### src/rtl/tcfq_pkg.sv
package tcfq_pkg;

    localparam int PAYLOAD_W = 32;
    localparam int STAMP_W   = 6;

    // Operation codes.
    localparam logic FUNC_ENQ = 1'b0;
    localparam logic FUNC_DEQ = 1'b1;

    // Class selector codes.
    localparam logic [1:0] CLASS_ZERO = 2'd0;
    localparam logic [1:0] CLASS_ONE  = 2'd1;
    localparam logic [1:0] CLASS_ANY  = 2'd2;

    // Result status codes.
    localparam logic [1:0] ST_OK       = 2'd0;
    localparam logic [1:0] ST_EMPTY    = 2'd1;
    localparam logic [1:0] ST_FULL     = 2'd2;
    localparam logic [1:0] ST_BADCLASS = 2'd3;

    typedef enum logic {
        S_IDLE,
        S_EXEC
    } state_t;

    // Commands from the controller to the datapath.
    typedef struct packed {
        logic capture;
        logic execute;
    } ctrl_cmd_t;

endpackage

### src/rtl/tcfq_ram.sv
module tcfq_ram #(
    parameter int WIDTH = 8,
    parameter int DEPTH = 16
) (
    input  logic                     clk,
    input  logic                     we,
    input  logic [$clog2(DEPTH)-1:0] waddr,
    input  logic [WIDTH-1:0]         wdata,
    input  logic [$clog2(DEPTH)-1:0] raddr,
    output logic [WIDTH-1:0]         rdata
);

    logic [WIDTH-1:0] mem_reg [DEPTH];
    logic [WIDTH-1:0] rdata_reg;

    always_ff @(posedge clk)
    begin
        if (we)
        begin
            mem_reg[waddr] <= wdata;
        end
        rdata_reg <= mem_reg[raddr];
    end

    assign rdata = rdata_reg;

endmodule

### src/rtl/tcfq_ctrl.sv
module tcfq_ctrl (
    input  logic                 clk,
    input  logic                 rst_n,
    input  logic                 start,
    output logic                 busy,
    output tcfq_pkg::ctrl_cmd_t  cmd
);

    import tcfq_pkg::*;

    state_t state_reg;
    state_t state_next;

    always_ff @(posedge clk or negedge rst_n)
    begin
        if (!rst_n)
        begin
            state_reg <= S_IDLE;
        end
        else
        begin
            state_reg <= state_next;
        end
    end

    always_comb
    begin
        state_next  = state_reg;
        cmd.capture = 1'b0;
        cmd.execute = 1'b0;
        busy        = 1'b0;
        case (state_reg)
            S_IDLE:
            begin
                if (start)
                begin
                    cmd.capture = 1'b1;
                    state_next  = S_EXEC;
                end
            end
            S_EXEC:
            begin
                // Head words are out of the RAMs now; finish the operation.
                busy        = 1'b1;
                cmd.execute = 1'b1;
                state_next  = S_IDLE;
            end
            default:
            begin
                state_next = S_IDLE;
            end
        endcase
    end

endmodule

### src/rtl/tcfq_dp.sv
module tcfq_dp #(
    parameter int DEPTH = 16
) (
    input  logic                              clk,
    input  logic                              rst_n,
    input  tcfq_pkg::ctrl_cmd_t               cmd,
    input  logic                              func,
    input  logic [1:0]                        class_sel,
    input  logic [tcfq_pkg::PAYLOAD_W-1:0]    payload_in,
    output logic                              done,
    output logic [1:0]                        status,
    output logic                              out_class,
    output logic [tcfq_pkg::PAYLOAD_W-1:0]    payload_out
);

    import tcfq_pkg::*;

    localparam int AW    = (DEPTH > 1) ? $clog2(DEPTH) : 1;
    localparam int CW    = $clog2(DEPTH + 1);
    localparam int WORDW = STAMP_W + PAYLOAD_W;

    // Captured command word.
    logic                 func_reg;
    logic [1:0]           class_reg;
    logic [PAYLOAD_W-1:0] payload_reg;

    logic [AW-1:0]      zero_head_reg, zero_head_next;
    logic [AW-1:0]      zero_tail_reg, zero_tail_next;
    logic [CW-1:0]      zero_count_reg, zero_count_next;
    logic [AW-1:0]      one_head_reg, one_head_next;
    logic [AW-1:0]      one_tail_reg, one_tail_next;
    logic [CW-1:0]      one_count_reg, one_count_next;
    logic [STAMP_W-1:0] stamp_reg, stamp_next;

    logic                 done_reg, done_next;
    logic [1:0]           status_reg, status_next;
    logic                 out_class_reg, out_class_next;
    logic [PAYLOAD_W-1:0] payload_out_reg, payload_out_next;

    logic                 zero_we, one_we;
    logic [WORDW-1:0]     wdata;
    logic [WORDW-1:0]     zero_rdata, one_rdata;
    logic                 zero_empty, zero_full, one_empty, one_full;
    logic [STAMP_W-1:0]   stamp_diff;
    logic                 pick_valid, pick_one;

    assign wdata = {stamp_reg, payload_reg};

    // The RAMs read the head entries on every clock, so the head words are
    // ready in the cycle after a command is captured.
    tcfq_ram #(
        .WIDTH (WORDW),
        .DEPTH (DEPTH)
    ) u_zero_ram (
        .clk   (clk),
        .we    (zero_we),
        .waddr (zero_tail_reg),
        .wdata (wdata),
        .raddr (zero_head_reg),
        .rdata (zero_rdata)
    );

    tcfq_ram #(
        .WIDTH (WORDW),
        .DEPTH (DEPTH)
    ) u_one_ram (
        .clk   (clk),
        .we    (one_we),
        .waddr (one_tail_reg),
        .wdata (wdata),
        .raddr (one_head_reg),
        .rdata (one_rdata)
    );

    assign zero_empty = (zero_count_reg == '0);
    assign one_empty  = (one_count_reg == '0);
    assign zero_full  = (zero_count_reg == CW'(DEPTH));
    assign one_full   = (one_count_reg == CW'(DEPTH));

    // Wrap-aware age compare: class zero is older when the difference is negative.
    assign stamp_diff = zero_rdata[WORDW-1 -: STAMP_W] - one_rdata[WORDW-1 -: STAMP_W];

    always_comb
    begin
        zero_head_next   = zero_head_reg;
        zero_tail_next   = zero_tail_reg;
        zero_count_next  = zero_count_reg;
        one_head_next    = one_head_reg;
        one_tail_next    = one_tail_reg;
        one_count_next   = one_count_reg;
        stamp_next       = stamp_reg;
        zero_we          = 1'b0;
        one_we           = 1'b0;
        pick_valid       = 1'b0;
        pick_one         = 1'b0;
        done_next        = cmd.execute;
        status_next      = status_reg;
        out_class_next   = out_class_reg;
        payload_out_next = payload_out_reg;

        if (cmd.execute)
        begin
            status_next      = ST_BADCLASS;
            out_class_next   = 1'b0;
            payload_out_next = '0;
            if (func_reg == FUNC_ENQ)
            begin
                case (class_reg)
                    CLASS_ZERO:
                    begin
                        if (zero_full)
                        begin
                            status_next = ST_FULL;
                        end
                        else
                        begin
                            status_next     = ST_OK;
                            zero_we         = 1'b1;
                            zero_tail_next  = (zero_tail_reg == AW'(DEPTH - 1)) ? '0
                                              : zero_tail_reg + 1'b1;
                            zero_count_next = zero_count_reg + 1'b1;
                            stamp_next      = stamp_reg + 1'b1;
                        end
                    end
                    CLASS_ONE:
                    begin
                        out_class_next = 1'b1;
                        if (one_full)
                        begin
                            status_next = ST_FULL;
                        end
                        else
                        begin
                            status_next    = ST_OK;
                            one_we         = 1'b1;
                            one_tail_next  = (one_tail_reg == AW'(DEPTH - 1)) ? '0
                                             : one_tail_reg + 1'b1;
                            one_count_next = one_count_reg + 1'b1;
                            stamp_next     = stamp_reg + 1'b1;
                        end
                    end
                    default:
                    begin
                        status_next = ST_BADCLASS;
                    end
                endcase
            end
            else
            begin
                case (class_reg)
                    CLASS_ZERO:
                    begin
                        pick_valid = 1'b1;
                        pick_one   = 1'b0;
                    end
                    CLASS_ONE:
                    begin
                        pick_valid = 1'b1;
                        pick_one   = 1'b1;
                    end
                    CLASS_ANY:
                    begin
                        if (zero_empty && one_empty)
                        begin
                            status_next = ST_EMPTY;
                        end
                        else
                        begin
                            pick_valid = 1'b1;
                            if (zero_empty)
                            begin
                                pick_one = 1'b1;
                            end
                            else if (one_empty)
                            begin
                                pick_one = 1'b0;
                            end
                            else
                            begin
                                pick_one = ~stamp_diff[STAMP_W-1];
                            end
                        end
                    end
                    default:
                    begin
                        status_next = ST_BADCLASS;
                    end
                endcase

                if (pick_valid)
                begin
                    out_class_next = pick_one;
                    if (!pick_one)
                    begin
                        if (zero_empty)
                        begin
                            status_next = ST_EMPTY;
                        end
                        else
                        begin
                            status_next      = ST_OK;
                            payload_out_next = zero_rdata[PAYLOAD_W-1:0];
                            zero_head_next   = (zero_head_reg == AW'(DEPTH - 1)) ? '0
                                               : zero_head_reg + 1'b1;
                            zero_count_next  = zero_count_reg - 1'b1;
                        end
                    end
                    else
                    begin
                        if (one_empty)
                        begin
                            status_next = ST_EMPTY;
                        end
                        else
                        begin
                            status_next      = ST_OK;
                            payload_out_next = one_rdata[PAYLOAD_W-1:0];
                            one_head_next    = (one_head_reg == AW'(DEPTH - 1)) ? '0
                                               : one_head_reg + 1'b1;
                            one_count_next   = one_count_reg - 1'b1;
                        end
                    end
                end
            end
        end
    end

    always_ff @(posedge clk)
    begin
        if (cmd.capture)
        begin
            func_reg    <= func;
            class_reg   <= class_sel;
            payload_reg <= payload_in;
        end
        status_reg      <= status_next;
        out_class_reg   <= out_class_next;
        payload_out_reg <= payload_out_next;
    end

    always_ff @(posedge clk or negedge rst_n)
    begin
        if (!rst_n)
        begin
            zero_head_reg  <= '0;
            zero_tail_reg  <= '0;
            zero_count_reg <= '0;
            one_head_reg   <= '0;
            one_tail_reg   <= '0;
            one_count_reg  <= '0;
            stamp_reg      <= '0;
            done_reg       <= 1'b0;
        end
        else
        begin
            zero_head_reg  <= zero_head_next;
            zero_tail_reg  <= zero_tail_next;
            zero_count_reg <= zero_count_next;
            one_head_reg   <= one_head_next;
            one_tail_reg   <= one_tail_next;
            one_count_reg  <= one_count_next;
            stamp_reg      <= stamp_next;
            done_reg       <= done_next;
        end
    end

    assign done        = done_reg;
    assign status      = status_reg;
    assign out_class   = out_class_reg;
    assign payload_out = payload_out_reg;

endmodule

### src/rtl/two_class_fifo_oldest_first.sv
// Channel   Direction  Handshake            Word
// -------   ---------  -------------------  ---------------------------------
// command   in         start high, busy low func, class_sel, payload_in
// result    out        done, one cycle      status, out_class, payload_out
//
// Every command passes through an accept cycle, in which both RAMs read their
// head entries, and then an execute cycle, in which pointers, counts and the
// stamp counter update. The result shows on the cycle after the execute cycle,
// and a new command may be accepted in that same cycle.
// Reset is asynchronous and active low; it clears pointers, counts and the
// stamp counter at once, with no clearing pass over the RAMs.
// The receiver cannot stall: done marks each result for exactly one cycle.
module two_class_fifo_oldest_first #(
    parameter int DEPTH = 16
) (
    input  logic                              clk,
    input  logic                              rst_n,
    input  logic                              start,
    output logic                              busy,
    input  logic                              func,
    input  logic [1:0]                        class_sel,
    input  logic [tcfq_pkg::PAYLOAD_W-1:0]    payload_in,
    output logic                              done,
    output logic [1:0]                        status,
    output logic                              out_class,
    output logic [tcfq_pkg::PAYLOAD_W-1:0]    payload_out
);

    import tcfq_pkg::*;

    // Commands from the sequencer: capture the command word on accept, then
    // execute it once the head words are out of the RAMs.
    ctrl_cmd_t cmd;

    tcfq_ctrl u_ctrl (
        .clk   (clk),
        .rst_n (rst_n),
        .start (start),
        .busy  (busy),
        .cmd   (cmd)
    );

    // The datapath holds two circular queues, each in its own RAM with a
    // stamp stored next to every payload. An "any" dequeue compares the two
    // head stamps modulo the stamp width and takes the older head, or the
    // only head that exists.
    tcfq_dp #(
        .DEPTH (DEPTH)
    ) u_dp (
        .clk         (clk),
        .rst_n       (rst_n),
        .cmd         (cmd),
        .func        (func),
        .class_sel   (class_sel),
        .payload_in  (payload_in),
        .done        (done),
        .status      (status),
        .out_class   (out_class),
        .payload_out (payload_out)
    );

endmodule
### config.mk
export PLATFORM = sky130hd
export DESIGN_NAME = two_class_fifo_oldest_first
export DESIGN_NICKNAME = d
export VERILOG_FILES = /design/src/rtl/tcfq_pkg.sv /design/src/rtl/tcfq_ram.sv /design/src/rtl/tcfq_ctrl.sv /design/src/rtl/tcfq_dp.sv /design/src/rtl/two_class_fifo_oldest_first.sv
export SDC_FILE = /design/constraint.sdc
export NUM_CORES = 1
export LEC_CHECK = 0
export BUFFER_PORTS_ARGS = -buffer_cell sky130_fd_sc_hd__buf_2
export CORE_ASPECT_RATIO = 1.2
export CORE_UTILIZATION = 40
export CTS_BUF_LIST = sky130_fd_sc_hd__clkbuf_4
export CTS_CLUSTER_DIAMETER = 150
export DETAILED_ROUTE_END_ITERATION = 6
export GPL_ROUTABILITY_DRIVEN = 0
export PLACE_DENSITY_LB_ADDON = 0.05
export SLEW_MARGIN = 20
export SYNTH_ARGS = -nofsm -noshare
export SYNTH_HDL_FRONTEND = slang
export SYNTH_SLANG_ARGS = --single-unit
### constraint.sdc
create_clock -name clk -period 17.7 [get_ports clk]
set_input_delay 3.54 -clock clk [delete_from_list [all_inputs] [get_ports clk]]
set_output_delay 3.54 -clock clk [all_outputs]
set_load 0.1 [all_outputs]
Word-level counts from Yosys, hierarchy flattened
Memories as Yosys holds them, arrays and structs flattened. A register that Yosys moved wholly into a read port is not among the register bits.
Index checks and enable logic that the tools add are counted.
{"block": "op_classes", "n_addsub": 10, "n_mul": 0, "div": 0, "magnitude_cmp": 0, "n_eq_ne": 17, "shift": 0, "muxes": 61, "bitwise_logic": 8, "reduce_logical": 16}
{"cell": "$mux W32", "count": 3}
{"cell": "$mux W5", "count": 12}
{"cell": "$mux W1", "count": 28}
{"cell": "$add A4 B1 Y4 const B", "count": 4}
{"cell": "$eq A4 B4 Y1 const B", "count": 4}
{"cell": "$mux W4", "count": 4}
{"cell": "$reduce_and A5 Y1", "count": 3}
{"cell": "$mux W2", "count": 7}
{"cell": "$ne A2 B2 Y1 const B", "count": 7}
{"cell": "$mux W6", "count": 2}
{"cell": "$pmux W6 S2", "count": 1}
{"cell": "$reduce_and A6 Y1", "count": 2}
{"cell": "$add A5 B1 Y5 const B", "count": 2}
{"cell": "$eq A5 B5 Y1 const B", "count": 2}
{"cell": "$logic_not A5 Y1", "count": 2}
{"cell": "$sub A5 B1 Y5 const B", "count": 2}
{"cell": "$not A1 Y1", "count": 8}
{"cell": "$reduce_and A4 Y1", "count": 2}
{"cell": "$add A6 B1 Y6 const B", "count": 1}
{"cell": "$pmux W1 S2", "count": 3}
{"cell": "$reduce_bool A2 Y1", "count": 3}
{"cell": "$sub A6 B6 Y6", "count": 1}
{"cell": "$ne A2 B1 Y1 const B", "count": 2}
{"cell": "$pmux W2 S2", "count": 1}
{"cell": "6 further kinds", "count": 6}
{"block": "word_totals", "ff_bits": 104, "latch_bits": 0, "ram_bits": 1216, "mem_bits_ro": 0, "output_inout_bits": 37, "word_cells": 129, "memories": 2}
{"memory": "u_dp.u_one_ram.mem_reg", "words": 16, "word_bits": 38, "rd": 1, "rd_clocked_by_memory_dff": 1, "write_ports": 1, "line_no": "tcfq_ram.sv:13", "rtl": "logic [WIDTH-1:0] mem_reg [DEPTH];"}
{"memory": "u_dp.u_zero_ram.mem_reg", "words": 16, "word_bits": 38, "rd": 1, "rd_clocked_by_memory_dff": 1, "write_ports": 1, "line_no": "tcfq_ram.sv:13"}

Longest topological paths before layout
{"block": "logic_depth", "ltp_word": 11, "depth_mapped": 10}

Cells and area by module
Synthesis repeated with hierarchy kept, for this count alone.
{"block": "unflattened", "cells_unflattened": 2316, "area_unflattened_um2": 51931.1}
{"module": "tcfq_ram", "instances": 2, "cells_each": 989, "area_each_um2": 23570.1, "seq_area_each_um2": 19018.2}
{"module": "tcfq_dp", "instances": 1, "cells_each": 334, "area_each_um2": 4737.0, "seq_area_each_um2": 2927.8}
{"module": "tcfq_ctrl", "instances": 1, "cells_each": 4, "area_each_um2": 53.8, "seq_area_each_um2": 25.0}

Worst setup path before layout
OpenSTA, ideal clock, no wires.
{"block": "synth_timing", "path_type": "flip-flop to flip-flop", "start": "reg u_ctrl.state_reg", "end": "mem u_dp.u_zero_ram.mem_reg[3][0] (netlist name), enable pin", "arrival_time_ns": 5.803, "t_required_ns": 17.172, "slack_ns": 11.369, "path_stages_with_launch": 4, "n_path_buf": 1, "synth_period_minus_slack_ns": 6.331, "path_cell_list": "dfrtp_1 -> clkbuf_1 -> nand2_1 -> nor4_1"}
{"block": "synth_between", "elab_chain_cells": 4}
{"element": "start: declaration", "line_no": "tcfq_ctrl.sv:11", "rtl": "state_t state_reg;"}
{"element": "start signal: assignment", "line_no": "tcfq_ctrl.sv:22", "rtl": "state_reg <= state_next;"}
{"element": "$mux W1", "line_no": "tcfq_ctrl.sv:32", "rtl": "case (state_reg)"}
{"element": "$mux W1", "line_no": "tcfq_dp.sv:101", "rtl": "if (cmd.execute)"}
{"element": "$mux W1", "line_no": "tcfq_ram.sv:18", "rtl": "if (we)"}
{"element": "$mux W1 (not written as such)", "line_no": "tcfq_ram.sv:20", "rtl": "mem_reg[waddr] <= wdata;"}
{"element": "end: declaration", "line_no": "tcfq_ram.sv:13"}
Every way passes these cells.

Worst setup path after layout
{"block": "layout_timing", "start": "reg u_dp.done_reg (netlist: u_dp.done)", "end": "out done"}
{"element": "start: declaration", "line_no": "tcfq_dp.sv:35", "rtl": "logic done_reg, done_next;"}
{"element": "start signal: assignment", "line_no": "tcfq_dp.sv:263", "rtl": "done_reg <= done_next;"}
{"element": "end: declaration", "line_no": "two_class_fifo_oldest_first.sv:23", "rtl": "output logic done,"}
No word-level cell between the ends.

==> flow_summary.ini <==
[clocking]
numCtsBuffers = 365
clk_pin_slew_ns = 0.07
root_buffer = clkbuf_4
clk_latency_ns = 1.25
cts_tree = yes
cts_resized = 0
clock_path_buffers = 4
htreeDepth = 5
cts_setup_buffers = 0
clock_sinks = 1396
hold_buffers = 0

[place]
portBuffers = 74
place_area_sq_um = 55400
dpl.hpwl_mm = 75.0

[power]
p_switching_uw = 2380
pwr-share-seq_pct = 48.6
clockPowerShare_pct = 32.8
vdd_ir_drop_max_mv = 0.0974
sw_frac_of_total_pct = 28.8
power_density_nw_per_um2 = 137
power.leakage_uw = 0.0203
internal-power_uw = 5880
power.combinational.fraction_pct = 18.6

[floorplanning]
core_area_sq_um = 131000
pin_count = 75
fp.dieW_um = 334
die-height_um = 400
rows = 145
initial_core_util_pct = 40.4
dieArea_sq_um = 134000

[worst_setup_path]
cpMaxStageDelayCell = dfrtp_1
cp_num_buf_inv = 1
cp.arrival_ns = 2.19
cp_max_fo = 1
critPathKind = reg -> out
critPathLaunchType = flop
path_depth = 1
worstPathRequired_ns = 14.16
r2r_cells = 8
end_kind = output port
critPathMaxStageDelay_ns = 0.48
critPathTopFamily = flip-flops
crit_chain = buf_2

[synth]
ys_seq_elements = 1396
async_flop_share_pct = 2.44
synth_ff_type = edfxtp_1
synthCells = 2772
yosys_warnings = 0
synth_nets = 2837
synth_cell_types = 51
syn_area_per_cell_sq_um = 19.1
netlist_area_sq_um = 52800
synth-edff-count = 1286
ys_seq_area_share_pct = 77.6

[drt]
wl_per_cell_um = 28.3
first_pass_iters = 5
drt_wl_total_mm = 145
vias = 27800
vias_per_cell = 5.45
drtIter0Drc = 2025
drt.antenna.violating_nets = 0
remaining_drc_errors = 0

[sta]
final-setup-viol-count = 0
slew-limit-headroom_pct = 24.4
worst_pin_slew_ns = 1.13
period_share_pct = 32.4
hold_viol_final = 0
finClkSkew_ns = 0.0956
fin_crit_ns = 5.73
setup_tns_ns = 0
fmax_ghz = 0.174
rsz0062_at_grt = false
slew_viol_final = 0

[finish]
layout_common_cells = 1286 x edfxtp_1, 550 x clkbuf_4, 241 x mux2i_1
drive_gt1_share_pct = 29.6
final_common_cell = edfxtp_1
multi_input_area_sq_um = 11300
seqCellArea_sq_um = 41000
areaGrowthSynthToFinish_pct = 13.7
nNetsFinal = 3206
num-fill-cells = 11400
stdcell_area_sq_um = 60100

[run_status]
outcome = completed

[grt]
grt_max_degree = 108
antenna_found_initial = 7
overflow = 0
grt_pass1_wl_mm = 205
grt_pass1_vias = 29500
track_usage_pct = 21.8

[min_path]
hold_depth = 2
min_path_type = reg -> reg

[job]
max-cap-violations = 0
[per-layer routing]
metal  GRT usage (%)  routed length [um]  up-vias
li1                -                   -    12200
met1            27.6               60400    14500
met2            37.6               73800      871
met3            4.38                7650      194
met4            7.27                2800        0
met5               0                   0        -
[synth_stat cells (10+ instances only)]
master | instances | area share (%)
and2_1 | 15 | 0.18
xnor2_1 | 14 | 0.23
a221oi_1 | 76 | 1.3
mux2i_1 | 241 | 4.6
buf_2 | 34 | 0.32
clkbuf_1 | 87 | 0.62
dfxtp_1 | 76 | 2.9
dfrtp_1 | 34 | 1.6
mux2_2 | 68 | 1.4
ha_1 | 25 | 0.59
mux4_2 | 152 | 6.5
a21oi_1 | 87 | 0.82
nand2_1 | 128 | 0.91
inv_1 | 23 | 0.16
o21ai_0 | 156 | 1.5
nand3_1 | 10 | 0.095
a22oi_1 | 108 | 1.5
and3_1 | 13 | 0.15
buf_1 | 24 | 0.17
edfxtp_1 | 1286 | 73
nor2_1 | 50 | 0.36
[per-stage QoR]
stage / utilization (%) / worst slack, ns / instances / hold WS (ns) / power [uW]
floorplan: - / 11.37 / 2772 / 0.478 / 5130
global placement: 42.4 / 12.61 / 4455 / 0.499 / 5620
detailed placement: 42.4 / 12.57 / 4455 / 0.526 / 5640
CTS: 45.9 / 11.79 / 5097 / 0.537 / 8380
global route: 46.0 / 11.77 / 5108 / 0.565 / 8670
finish: 46.0 / 11.97 / 5108 / 0.542 / 8250
[worst paths after layout]
path | start | end | slack, ns
max | u_dp.done | done | 11.97
min | u_dp.one_count_reg[3] | u_dp.one_count_reg[3] | 0.54
max reg2reg | u_dp.func_reg | u_dp.u_zero_ram.mem_reg[8][24] | 13.69
min reg2reg | u_dp.one_count_reg[3] | u_dp.one_count_reg[3] | 0.54
max in group asynchronous | rst_n | u_dp.one_head_reg[0] | 14.55
min in group asynchronous | rst_n | u_dp.one_tail_reg[2] | 2.45
[power groups by stage]
| stage | Combinational, uW | Clock [uW] | Sequential, uW |
|---|---|---|---|
| after floorplan | 1130 | 0 | 4000 |
| after global placement | 1540 | 0 | 4080 |
| after detailed placement | 1550 | 0 | 4090 |
| after CTS | 1560 | 2800 | 4020 |
| after global routing | 1670 | 2970 | 4030 |
| final | 1540 | 2710 | 4010 |
[layout make-up]
type | instances | area share, %
Antenna cell | 2 | 0.00833
Clock inverter | 92 | 0.667
Timing Repair Buffer | 148 | 1.66
Multi-Input combinational cell | 1206 | 18.8
Sequential cell | 1396 | 68.3
Clock buffer | 550 | 6.87
Tap cell | 1690 | 3.52
Inverter | 24 | 0.150
[cells by family (layout without fill, tap and decap cells)]
family | after synthesis | count (layout) | synth area share, %
fa+ha+maj | 27 | 27 | 0.668
flops | 1396 | 1396 | 77.6
buf+inv | 170 | 814 | 1.30
mux | 465 | 465 | 12.6
compound gates | 451 | 451 | 5.47
simple gates | 245 | 245 | 2.08
other cells | 0 | 2 | 0
xor+xnor | 18 | 18 | 0.298
(Power assumes the default switching activity.)
